## config.mk

```make
export PLATFORM = sky130hd
export DESIGN_NAME = sparse_image_unpacker_top
export DESIGN_NICKNAME = d
export VERILOG_FILES = /design/src/sv/siu_pkg.sv /design/src/sv/sparse_image_unpacker_top.sv /design/src/sv/siu_in_reg.sv /design/src/sv/siu_parser.sv /design/src/sv/siu_out_reg.sv
export SDC_FILE = /design/constraint.sdc
export NUM_CORES = 2
export LEC_CHECK = 0
export BUFFER_PORTS_ARGS = -buffer_cell sky130_fd_sc_hd__buf_2
export CAP_MARGIN = 30
export CORE_UTILIZATION = 35
export DETAILED_ROUTE_END_ITERATION = 12
export GPL_ROUTABILITY_DRIVEN = 0
export PLACE_DENSITY = 0.55
export SYNTH_ARGS = -nofsm -noshare
export SYNTH_HDL_FRONTEND = slang
export SYNTH_SLANG_ARGS = --single-unit
export TNS_END_PERCENT = 50
```

## constraint.sdc

```tcl
create_clock -name clk_i -period 12.3 [get_ports clk_i]
set_clock_uncertainty 0.15 [all_clocks]
set_input_delay 3.69 -clock clk_i [delete_from_list [all_inputs] [get_ports clk_i]]
set_output_delay 3.69 -clock clk_i [all_outputs]
set_load 0.01 [all_outputs]
```

## src/sv/siu_pkg.sv

```systemverilog
package siu_pkg;

  localparam int unsigned SECTOR_SHIFT = 9;
  localparam int unsigned OFF_W        = SECTOR_SHIFT;
  localparam int unsigned IDX_W        = 5;

  localparam logic [31:0] SPARSE_MAGIC  = 32'hED26_FF3A;
  localparam logic [15:0] SPARSE_MAJOR  = 16'd1;
  localparam logic [15:0] FILE_HDR_LEN  = 16'd28;
  localparam logic [15:0] CHUNK_HDR_LEN = 16'd12;
  localparam logic [15:0] KIND_RAW       = 16'hCAC1;
  localparam logic [15:0] KIND_DONT_CARE = 16'hCAC3;

  // file header byte positions
  localparam logic [IDX_W-1:0] FH_MAGIC_END   = 5'd3;
  localparam logic [IDX_W-1:0] FH_MAJOR_END   = 5'd5;
  localparam logic [IDX_W-1:0] FH_HDRSZ_END   = 5'd9;
  localparam logic [IDX_W-1:0] FH_CHDRSZ_END  = 5'd11;
  localparam logic [IDX_W-1:0] FH_BLKSZ_END   = 5'd15;
  localparam logic [IDX_W-1:0] FH_CHUNKS_END  = 5'd23;
  localparam logic [IDX_W-1:0] FH_LAST        = 5'd27;
  // chunk header byte positions
  localparam logic [IDX_W-1:0] CH_KIND_END    = 5'd1;
  localparam logic [IDX_W-1:0] CH_BLOCKS_END  = 5'd7;
  localparam logic [IDX_W-1:0] CH_LAST        = 5'd11;

  typedef enum logic [3:0] {
    PH_FILE    = 4'b0001,
    PH_CHUNK   = 4'b0010,
    PH_PAYLOAD = 4'b0100,
    PH_IDLE    = 4'b1000
  } phase_e;

  typedef enum logic [2:0] {
    ERR_NONE     = 3'd0,
    ERR_MAGIC    = 3'd1,
    ERR_FORMAT   = 3'd2,
    ERR_RAW_SIZE = 3'd3,
    ERR_DC_SIZE  = 3'd4,
    ERR_KIND     = 3'd5
  } err_e;

  typedef struct packed {
    logic       image_start;
    logic [7:0] data_byte;
  } item_t;

  typedef struct packed {
    logic        payload_valid;
    logic [7:0]  payload_byte;
    logic [31:0] sector;
    logic [8:0]  byte_in_sector;
    logic        done_res;
    err_e        error_code;
  } res_t;

endpackage

```

## src/sv/sparse_image_unpacker_top.sv

```systemverilog
// channel   direction  handshake                 payload
// in        input      in_valid_i / in_stall_o   data_byte_i, image_start_i
// out       output     out_valid_o / out_stall_i payload_valid_o, payload_byte_o, sector_o,
//                                                byte_in_sector_o, done_res_o, error_code_o
// cfg       input      cfg_we_i                  cfg_data_i (start sector)
//
// One byte per cycle sustained unless a stalled output blocks a byte that gives a result; a result
// passes the input register, then parser logic into the output register.
// The 32x32 chunk length multiply sits in the parser stage, once per chunk header.
// Reset (rst_ni low, async) empties both registers and puts the parser at file header byte 0.
// A stalled output holds its transaction; bytes that give no result keep flowing past it.
module sparse_image_unpacker_top import siu_pkg::*; (
  input  logic        clk_i,
  input  logic        rst_ni,
  input  logic        cfg_we_i,
  input  logic [31:0] cfg_data_i,
  input  logic        in_valid_i,
  output logic        in_stall_o,
  input  logic [7:0]  data_byte_i,
  input  logic        image_start_i,
  output logic        out_valid_o,
  input  logic        out_stall_i,
  output logic        payload_valid_o,
  output logic [7:0]  payload_byte_o,
  output logic [31:0] sector_o,
  output logic [8:0]  byte_in_sector_o,
  output logic        done_res_o,
  output logic [2:0]  error_code_o
);

  item_t in_item, s1_item;
  logic  s1_valid, adv, out_free, res_load;
  res_t  res, res_q;

  assign in_item.image_start = image_start_i;
  assign in_item.data_byte   = data_byte_i;

  siu_in_reg u_in_reg (
    .clk_i      (clk_i),
    .rst_ni     (rst_ni),
    .in_valid_i (in_valid_i),
    .in_stall_o (in_stall_o),
    .item_i     (in_item),
    .adv_i      (adv),
    .valid_o    (s1_valid),
    .item_o     (s1_item)
  );

  siu_parser u_parser (
    .clk_i       (clk_i),
    .rst_ni      (rst_ni),
    .cfg_we_i    (cfg_we_i),
    .cfg_data_i  (cfg_data_i),
    .valid_i     (s1_valid),
    .item_i      (s1_item),
    .out_free_i  (out_free),
    .adv_o       (adv),
    .res_valid_o (res_load),
    .res_o       (res)
  );

  siu_out_reg u_out_reg (
    .clk_i       (clk_i),
    .rst_ni      (rst_ni),
    .load_i      (res_load),
    .res_i       (res),
    .free_o      (out_free),
    .out_valid_o (out_valid_o),
    .out_stall_i (out_stall_i),
    .res_o       (res_q)
  );

  assign payload_valid_o  = res_q.payload_valid;
  assign payload_byte_o   = res_q.payload_byte;
  assign sector_o         = res_q.sector;
  assign byte_in_sector_o = res_q.byte_in_sector;
  assign done_res_o       = res_q.done_res;
  assign error_code_o     = res_q.error_code;

endmodule

```

## src/sv/siu_in_reg.sv

```systemverilog
module siu_in_reg import siu_pkg::*; (
  input  logic  clk_i,
  input  logic  rst_ni,
  input  logic  in_valid_i,
  output logic  in_stall_o,
  input  item_t item_i,
  input  logic  adv_i,
  output logic  valid_o,
  output item_t item_o
);

  logic  valid_q;
  item_t item_q;
  logic  accept;

  assign in_stall_o = valid_q && !adv_i;
  assign accept     = in_valid_i && !in_stall_o;
  assign valid_o    = valid_q;
  assign item_o     = item_q;

  always_ff @(posedge clk_i or negedge rst_ni) begin
    if (!rst_ni) begin
      valid_q <= 1'b0;
    end else if (accept) begin
      valid_q <= 1'b1;
    end else if (adv_i) begin
      valid_q <= 1'b0;
    end
  end

  always_ff @(posedge clk_i) begin
    if (accept) begin
      item_q <= item_i;
    end
  end

  a_hold: assert property (@(posedge clk_i) disable iff (!rst_ni)
    valid_q && !adv_i |=> valid_q && $stable(item_q))
    else $error("pending byte lost");

endmodule

```

## src/sv/siu_parser.sv

```systemverilog
module siu_parser import siu_pkg::*; (
  input  logic        clk_i,
  input  logic        rst_ni,
  input  logic        cfg_we_i,
  input  logic [31:0] cfg_data_i,
  input  logic        valid_i,
  input  item_t       item_i,
  input  logic        out_free_i,
  output logic        adv_o,
  output logic        res_valid_o,
  output res_t        res_o
);

  logic [31:0]      start_sector_q;
  phase_e           phase_q, phase_d;
  logic [IDX_W-1:0] hdr_idx_q, hdr_idx_d;
  logic [31:0]      field_q, field_d;
  logic [31:0]      block_size_q, block_size_d;
  logic [31:0]      chunks_left_q, chunks_left_d;
  logic [15:0]      chunk_kind_q, chunk_kind_d;
  logic [31:0]      chunk_len_q, chunk_len_d;
  logic [31:0]      pay_left_q, pay_left_d;
  logic [31:0]      pay_wr_q, pay_wr_d;
  logic [31:0]      cur_sector_q, cur_sector_d;
  logic [OFF_W-1:0] sec_off_q, sec_off_d;

  phase_e           ph;
  logic [IDX_W-1:0] idx, idx_inc;
  logic [31:0]      fb, fb_new, mul_lo, chunks_dec, left_dec;
  logic [7:0]       b;
  err_e             err;
  logic             res_vld;
  res_t             res;

  always_comb begin
    b   = item_i.data_byte;
    ph  = phase_q;
    idx = hdr_idx_q;
    fb  = field_q;
    if (item_i.image_start) begin
      ph  = PH_FILE;
      idx = '0;
      fb  = '0;
    end
    unique case (idx[1:0])
      2'd0: fb_new = {24'd0, b};
      2'd1: fb_new = fb | {16'd0, b, 8'd0};
      2'd2: fb_new = fb | {8'd0, b, 16'd0};
      2'd3: fb_new = fb | {b, 24'd0};
      default: fb_new = fb;
    endcase
    idx_inc    = idx + 5'd1;
    mul_lo     = fb_new * block_size_q;
    chunks_dec = chunks_left_q - 32'd1;
    left_dec   = pay_left_q - 32'd1;

    phase_d       = ph;
    hdr_idx_d     = idx;
    field_d       = fb;
    block_size_d  = block_size_q;
    chunks_left_d = chunks_left_q;
    chunk_kind_d  = chunk_kind_q;
    chunk_len_d   = chunk_len_q;
    pay_left_d    = pay_left_q;
    pay_wr_d      = pay_wr_q;
    cur_sector_d  = cur_sector_q;
    sec_off_d     = sec_off_q;
    err           = ERR_NONE;
    res_vld       = 1'b0;
    res           = '0;

    unique case (ph)
      PH_FILE: begin
        field_d   = fb_new;
        hdr_idx_d = idx_inc;
        priority if (idx == FH_MAGIC_END && fb_new != SPARSE_MAGIC) begin
          err = ERR_MAGIC;
        end else if (idx == FH_MAJOR_END && fb_new[15:0] != SPARSE_MAJOR) begin
          err = ERR_FORMAT;
        end else if (idx == FH_HDRSZ_END && fb_new[15:0] != FILE_HDR_LEN) begin
          err = ERR_FORMAT;
        end else if (idx == FH_CHDRSZ_END && fb_new[31:16] != CHUNK_HDR_LEN) begin
          err = ERR_FORMAT;
        end else if (idx == FH_BLKSZ_END) begin
          block_size_d = fb_new;
        end else if (idx == FH_CHUNKS_END) begin
          chunks_left_d = fb_new;
        end else if (idx == FH_LAST) begin
          cur_sector_d = start_sector_q;
          sec_off_d    = '0;
          hdr_idx_d    = '0;
          if (chunks_left_q == 32'd0) begin
            phase_d      = PH_IDLE;
            res_vld      = 1'b1;
            res.done_res = 1'b1;
          end else begin
            phase_d = PH_CHUNK;
          end
        end else begin
        end
      end
      PH_CHUNK: begin
        field_d   = fb_new;
        hdr_idx_d = idx_inc;
        if (idx == CH_KIND_END) begin
          chunk_kind_d = fb_new[15:0];
        end
        if (idx == CH_BLOCKS_END) begin
          chunk_len_d = mul_lo;
        end
        if (idx == CH_LAST) begin
          if (chunk_kind_q == KIND_RAW) begin
            if (fb_new != chunk_len_q + 32'(CHUNK_HDR_LEN)) begin
              err = ERR_RAW_SIZE;
            end else if (chunk_len_q == 32'd0) begin
              chunks_left_d = chunks_dec;
              hdr_idx_d     = '0;
              phase_d       = (chunks_dec == 32'd0) ? PH_IDLE : PH_CHUNK;
              res_vld       = (chunks_dec == 32'd0);
              res.done_res  = (chunks_dec == 32'd0);
            end else begin
              pay_left_d = chunk_len_q;
              pay_wr_d   = {chunk_len_q[31:SECTOR_SHIFT], {SECTOR_SHIFT{1'b0}}};
              sec_off_d  = '0;
              phase_d    = PH_PAYLOAD;
            end
          end else if (chunk_kind_q == KIND_DONT_CARE) begin
            if (fb_new != 32'(CHUNK_HDR_LEN)) begin
              err = ERR_DC_SIZE;
            end else begin
              cur_sector_d  = cur_sector_q + (chunk_len_q >> SECTOR_SHIFT);
              chunks_left_d = chunks_dec;
              hdr_idx_d     = '0;
              phase_d       = (chunks_dec == 32'd0) ? PH_IDLE : PH_CHUNK;
              res_vld       = (chunks_dec == 32'd0);
              res.done_res  = (chunks_dec == 32'd0);
            end
          end else begin
            err = ERR_KIND;
          end
        end
      end
      PH_PAYLOAD: begin
        if (pay_wr_q != 32'd0) begin
          res_vld            = 1'b1;
          res.payload_valid  = 1'b1;
          res.payload_byte   = b;
          res.sector         = cur_sector_q;
          res.byte_in_sector = 9'(sec_off_q);
          pay_wr_d           = pay_wr_q - 32'd1;
          sec_off_d          = sec_off_q + OFF_W'(1);
          if (sec_off_q == {OFF_W{1'b1}}) begin
            cur_sector_d = cur_sector_q + 32'd1;
          end
        end
        pay_left_d = left_dec;
        if (left_dec == 32'd0) begin
          chunks_left_d = chunks_dec;
          hdr_idx_d     = '0;
          phase_d       = (chunks_dec == 32'd0) ? PH_IDLE : PH_CHUNK;
          if (chunks_dec == 32'd0) begin
            res_vld      = 1'b1;
            res.done_res = 1'b1;
          end
        end
      end
      PH_IDLE: begin
      end
      default: begin
        phase_d = PH_IDLE;
      end
    endcase

    if (err != ERR_NONE) begin
      phase_d        = PH_IDLE;
      res_vld        = 1'b1;
      res            = '0;
      res.error_code = err;
    end
  end

  assign adv_o       = valid_i && (!res_vld || out_free_i);
  assign res_valid_o = adv_o && res_vld;
  assign res_o       = res;

  always_ff @(posedge clk_i or negedge rst_ni) begin
    if (!rst_ni) begin
      start_sector_q <= '0;
    end else if (cfg_we_i) begin
      start_sector_q <= cfg_data_i;
    end
  end

  always_ff @(posedge clk_i or negedge rst_ni) begin
    if (!rst_ni) begin
      phase_q       <= PH_FILE;
      hdr_idx_q     <= '0;
      field_q       <= '0;
      block_size_q  <= '0;
      chunks_left_q <= '0;
      chunk_kind_q  <= '0;
      chunk_len_q   <= '0;
      pay_left_q    <= '0;
      pay_wr_q      <= '0;
      cur_sector_q  <= '0;
      sec_off_q     <= '0;
    end else if (adv_o) begin
      phase_q       <= phase_d;
      hdr_idx_q     <= hdr_idx_d;
      field_q       <= field_d;
      block_size_q  <= block_size_d;
      chunks_left_q <= chunks_left_d;
      chunk_kind_q  <= chunk_kind_d;
      chunk_len_q   <= chunk_len_d;
      pay_left_q    <= pay_left_d;
      pay_wr_q      <= pay_wr_d;
      cur_sector_q  <= cur_sector_d;
      sec_off_q     <= sec_off_d;
    end
  end

  a_err_idle: assert property (@(posedge clk_i) disable iff (!rst_ni)
    res_valid_o && res.error_code != ERR_NONE |=> phase_q == PH_IDLE)
    else $error("parser not parked after error");

  a_err_no_data: assert property (@(posedge clk_i) disable iff (!rst_ni)
    res_valid_o && res.error_code != ERR_NONE |-> !res.payload_valid && !res.done_res)
    else $error("error result carries data or done");

  a_wr_le_left: assert property (@(posedge clk_i) disable iff (!rst_ni)
    phase_q == PH_PAYLOAD |-> pay_wr_q <= pay_left_q && pay_left_q != 32'd0)
    else $error("payload counters out of order");

endmodule

```

## src/sv/siu_out_reg.sv

```systemverilog
module siu_out_reg import siu_pkg::*; (
  input  logic clk_i,
  input  logic rst_ni,
  input  logic load_i,
  input  res_t res_i,
  output logic free_o,
  output logic out_valid_o,
  input  logic out_stall_i,
  output res_t res_o
);

  logic valid_q;
  res_t res_q;

  assign free_o      = !valid_q || !out_stall_i;
  assign out_valid_o = valid_q;
  assign res_o       = res_q;

  always_ff @(posedge clk_i or negedge rst_ni) begin
    if (!rst_ni) begin
      valid_q <= 1'b0;
    end else if (load_i) begin
      valid_q <= 1'b1;
    end else if (!out_stall_i) begin
      valid_q <= 1'b0;
    end
  end

  always_ff @(posedge clk_i) begin
    if (load_i) begin
      res_q <= res_i;
    end
  end

endmodule
```

==> impl_metrics.sql <==
INSERT INTO impl_metrics (metric_group, metric, value, unit) VALUES
('global_routing', 'largest_net_degree_at_the_start_of_global_routing', '84', ''),
('worst_setup_path', 'timing.critical_path.to_type', 'primary output', ''),
('detailed_routing', 'routed-via-count', '30200', ''),
('sta', 'timing.final.ws_setup', '2.02', 'ns'),
('worst_setup_path', 'r2r_slack', '2.30', 'ns'),
('yosys', 'synth.top_cells.by_area', 'sky130_fd_sc_hd__fa_1 22%, sky130_fd_sc_hd__dfrtp_1 19%, sky130_fd_sc_hd__ha_1 5.3%, sky130_fd_sc_hd__edfxtp_1 5.0%, sky130_fd_sc_hd__and2_1 4.9%', ''),
('final_layout', 'storage_cell_area', '0.00920', 'mm2'),
('sta', 'achievable-frequency', '97.3', 'MHz'),
('outcome', 'run_status', 'complete, no violations', ''),
('global_routing', 'overflow', '0', ''),
('yosys', 'synth_seq_cells', '355', ''),
('sta', 'unrepaired_setup_endpoints_after_global_routing', 'no', ''),
('floorplan', 'die_w', '330', 'um'),
('clocking', 'post_cts_repair_resize_count', '0', ''),
('clocking', 'numClockSinks', '355', ''),
('worst_setup_path', 'rr_endpoint', 'u_parser.chunk_len_q[30]', ''),
('placement', 'place_ws', '2.31', 'ns'),
('yosys', 'yosys_most_used_dff', 'sky130_fd_sc_hd__dfrtp_1', ''),
('clocking', 'cts.htree.levels', '2', ''),
('sta', 'final-setup-viol-count', '0', ''),
('floorplan', 'rows', '119', ''),
('worst_setup_path', 'worstPathRequired', '8.46', 'ns'),
('yosys', 'async_flop_share', '0.823', ''),
('final_layout', 'num-fill-cells', '10700', ''),
('yosys', 'share_of_the_yosys_chip_area_belonging_to_registers', '0.244', ''),
('sta', 'worstMarginPinSlew', '1.05', 'ns'),
('global_routing', 'grt_use_total', '0.220', ''),
('final_layout', 'finish.net_count', '4627', ''),
('hold_path', 'min_to', 'u_parser.chunk_kind_q[6]', ''),
('yosys', 'synth_edf_count', '63', ''),
('floorplan', 'chipHeight', '330', 'um'),
('clocking', 'clock-root-buffer', 'sky130_fd_sc_hd__clkbuf_16', ''),
('floorplan', 'die_area', '0.109', 'mm2'),
('yosys', 'syn-num-nets', '4686', ''),
('yosys', 'postSynthAreaPerCell', '9.25', 'um2'),
('final_layout', 'drive_above_1_share', '0.110', ''),
('floorplan', 'floorplan.initialDensity', '0.355', ''),
('detailed_routing', 'drc', '0', ''),
('clocking', 'ctsLongestPathBuffers', '3', ''),
('clocking', 'hold_buffers', '0', ''),
('hold_path', 'type_of_the_worst_min_delay_path', 'reg -> reg', ''),
('worst_setup_path', 'critPathLaunchType', 'flip-flop', ''),
('worst_setup_path', 'critical_path.reg2reg.startpoint', 'u_in_reg.item_o[8]', ''),
('yosys', 'post_synth_num_cell_types', '99', ''),
('global_routing', 'grt_first_pass_wirelength', '186', 'mm'),
('global_routing', 'grt_pass1_vias', '30600', ''),
('placement', 'place.detailed.hpwl', '85.3', 'mm'),
('hold_path', 'min-delay-start', 'u_parser.chunk_kind_q[6]', ''),
('floorplan', 'floorplan.io_pins', '102', ''),
('worst_setup_path', 'crit_type', 'reg -> out', ''),
('floorplan', 'core-area', '0.106', 'mm2'),
('sta', 'hold_viol', '0', ''),
('detailed_routing', 'final_antenna_net_count', '0', ''),
('job', 'max-cap-violations', '0', ''),
('worst_setup_path', 'reg2reg_depth', '32', ''),
('yosys', 'mappedNetlistArea', '0.0377', 'mm2'),
('yosys', 'synth_instances', '4070', ''),
('detailed_routing', 'drt_first_pass_iters', '6', ''),
('detailed_routing', 'initial_drc_count', '2292', ''),
('clocking', 'clock_latency', '0.59', 'ns'),
('detailed_routing', 'vias_per_cell', '5.55', ''),
('placement', 'port-buffer-count', '101', ''),
('yosys', 'synth-warning-count', '0', ''),
('clocking', 'postCtsSetupBuffers', '0', ''),
('worst_setup_path', 'cp_max_fo', '39', ''),
('worst_setup_path', 'worstPathArrival', '6.44', 'ns'),
('clocking', 'tritoncts', 'done', ''),
('final_layout', 'layout-area-overhead-vs-synth', '8.56', '%'),
('hold_path', 'worst_hold_path.num_cells', '1', ''),
('clocking', 'cts.clk_slew.worst_paths', '0.06', 'ns'),
('sta', 'report.final.slew_viol_count', '0', '');
==> worst max-delay path, stage by stage, from the launching register on <==
cell and delay (ns):
sky130_fd_sc_hd__edfxtp_1 0.35, sky130_fd_sc_hd__buf_4 0.26, sky130_fd_sc_hd__inv_1 0.19, sky130_fd_sc_hd__nand2_1 0.12
sky130_fd_sc_hd__inv_1 0.11, sky130_fd_sc_hd__ha_1 0.66, sky130_fd_sc_hd__or3_4 0.44, sky130_fd_sc_hd__a32o_1 0.78
sky130_fd_sc_hd__buf_4 0.41, sky130_fd_sc_hd__xnor2_1 0.14, sky130_fd_sc_hd__or3_1 0.43, sky130_fd_sc_hd__a21oi_1 0.18
sky130_fd_sc_hd__nand4b_1 0.16, sky130_fd_sc_hd__or2_1 0.37, sky130_fd_sc_hd__o311a_1 0.47, sky130_fd_sc_hd__nand3_1 0.15
sky130_fd_sc_hd__nand4_1 0.34, sky130_fd_sc_hd__inv_1 0.12, sky130_fd_sc_hd__buf_2 0.13
==> cells in the mapped netlist, types with 10 or more instances <==
master,count
sky130_fd_sc_hd__a211oi_1,29
sky130_fd_sc_hd__clkbuf_1,218
sky130_fd_sc_hd__a22oi_1,12
sky130_fd_sc_hd__o22a_1,11
sky130_fd_sc_hd__a2bb2oi_1,48
sky130_fd_sc_hd__inv_1,442
sky130_fd_sc_hd__or2_2,13
sky130_fd_sc_hd__nor2b_1,43
sky130_fd_sc_hd__nand2b_1,38
sky130_fd_sc_hd__nor4_1,102
sky130_fd_sc_hd__o21ai_0,141
sky130_fd_sc_hd__nor2_1,204
sky130_fd_sc_hd__nand3_1,81
sky130_fd_sc_hd__ha_1,161
sky130_fd_sc_hd__buf_1,10
sky130_fd_sc_hd__nand4b_1,10
sky130_fd_sc_hd__a21oi_1,108
sky130_fd_sc_hd__mux2_1,40
sky130_fd_sc_hd__o41ai_1,15
sky130_fd_sc_hd__fa_1,409
sky130_fd_sc_hd__nor3_1,85
sky130_fd_sc_hd__xor2_1,44
sky130_fd_sc_hd__edfxtp_1,63
sky130_fd_sc_hd__nand4_1,31
sky130_fd_sc_hd__nand2_1,392
sky130_fd_sc_hd__dfrtp_1,291
sky130_fd_sc_hd__and3_1,68
sky130_fd_sc_hd__o31ai_1,44
sky130_fd_sc_hd__a21o_1,21
sky130_fd_sc_hd__or3_1,24
sky130_fd_sc_hd__and4_1,11
sky130_fd_sc_hd__a32o_1,11
sky130_fd_sc_hd__mux2_2,122
sky130_fd_sc_hd__or4_1,20
sky130_fd_sc_hd__and2_1,293
sky130_fd_sc_hd__mux2i_1,16
sky130_fd_sc_hd__a31oi_1,32
sky130_fd_sc_hd__buf_2,45
sky130_fd_sc_hd__o21bai_1,10
sky130_fd_sc_hd__o21a_1,13
sky130_fd_sc_hd__xnor2_1,106
sky130_fd_sc_hd__o22ai_1,21
==> how the worst max path moves through the flow <==
stage	start	end	slack, ns	cells after the start
2_1_floorplan	u_in_reg.item_o[8]	u_parser.chunk_len_q[30]	3.41	37
4_1_cts	u_in_reg.item_o[8]	in_stall_o	2.03	19
6_report	u_in_reg.item_o[8]	in_stall_o	2.02	18
5_1_grt	u_in_reg.item_o[8]	in_stall_o	1.59	18
3_3_place_gp	u_in_reg.item_o[8]	u_parser.chunk_len_q[30]	2.53	32
3_5_place_dp	u_in_reg.item_o[8]	u_parser.chunk_len_q[30]	2.31	32
==> stage by stage <==
stage	power, uW	std cells	hold WS [ns]	area [um2]
floorplan	1970	4070	0.298	37700
global placement	2300	5359	0.309	39500
detailed placement	2310	5359	0.319	39500
CTS	3530	5429	0.333	40800
global route	3670	5431	0.343	40900
finish	3520	5432	0.332	40900
==> cell usage in the layout, fill, tap and decap left out, types with 32 or more instances in the layout <==
cell / count
sky130_fd_sc_hd__a21oi_1: 108
sky130_fd_sc_hd__a2bb2oi_1: 48
sky130_fd_sc_hd__a31oi_1: 32
sky130_fd_sc_hd__and2_1: 293
sky130_fd_sc_hd__and3_1: 68
sky130_fd_sc_hd__buf_2: 100
sky130_fd_sc_hd__buf_4: 80
sky130_fd_sc_hd__clkbuf_16: 40
sky130_fd_sc_hd__dfrtp_1: 291
sky130_fd_sc_hd__edfxtp_1: 63
sky130_fd_sc_hd__fa_1: 409
sky130_fd_sc_hd__ha_1: 160
sky130_fd_sc_hd__inv_1: 441
sky130_fd_sc_hd__mux2_1: 40
sky130_fd_sc_hd__mux2_2: 122
sky130_fd_sc_hd__nand2_1: 391
sky130_fd_sc_hd__nand2b_1: 38
sky130_fd_sc_hd__nand3_1: 81
sky130_fd_sc_hd__nor2_1: 202
sky130_fd_sc_hd__nor2b_1: 43
sky130_fd_sc_hd__nor3_1: 84
sky130_fd_sc_hd__nor4_1: 101
sky130_fd_sc_hd__o21ai_0: 141
sky130_fd_sc_hd__o31ai_1: 43
sky130_fd_sc_hd__xnor2_1: 106
sky130_fd_sc_hd__xor2_1: 44
==> power by group <==
group,switching [uW],total (uW),internal [uW]
clock network,529,1220,691
registers,110,1410,1300
logic,578,883,305
==> per-layer routing <==
layer	routed length [um]	vias up	GRT usage
met2	55100	901	0.358
li1	-	13600	-
met1	53200	15500	0.312
met4	3070	0	0.0554
met5	0	-	0
met3	6460	160	0.0219
==> logic make-up after synthesis <==
family	synth area share
mux	0.0527
flops	0.244
xor+xnor	0.0373
compound gates	0.112
buf+inv	0.0752
fa+ha+maj	0.271
simple gates	0.207
==> layout make-up <==
class | count | area share
Antenna cell | 1 | 0.0000612
Clock buffer | 55 | 0.0278
Clock inverter | 15 | 0.00367
Inverter | 442 | 0.0406
Multi-Input combinational cell | 2990 | 0.632
Sequential cell | 355 | 0.225
Tap cell | 1391 | 0.0426
Timing Repair Buffer | 183 | 0.0283
==> registers in the layout, indices dropped and copies added, names as in the netlist, 32 cells and up <==
name	flops
u_parser.field_q	32
u_parser.cur_sector_q	32
u_parser.pay_left_q	32
u_out_reg.res_o	54
u_parser.chunks_left_q	32
u_parser.pay_wr_q	32
u_parser.start_sector_q	32
u_parser.chunk_len_q	32
u_parser.block_size_q	32
No activity file was read; power rests on OpenSTA's default activity.
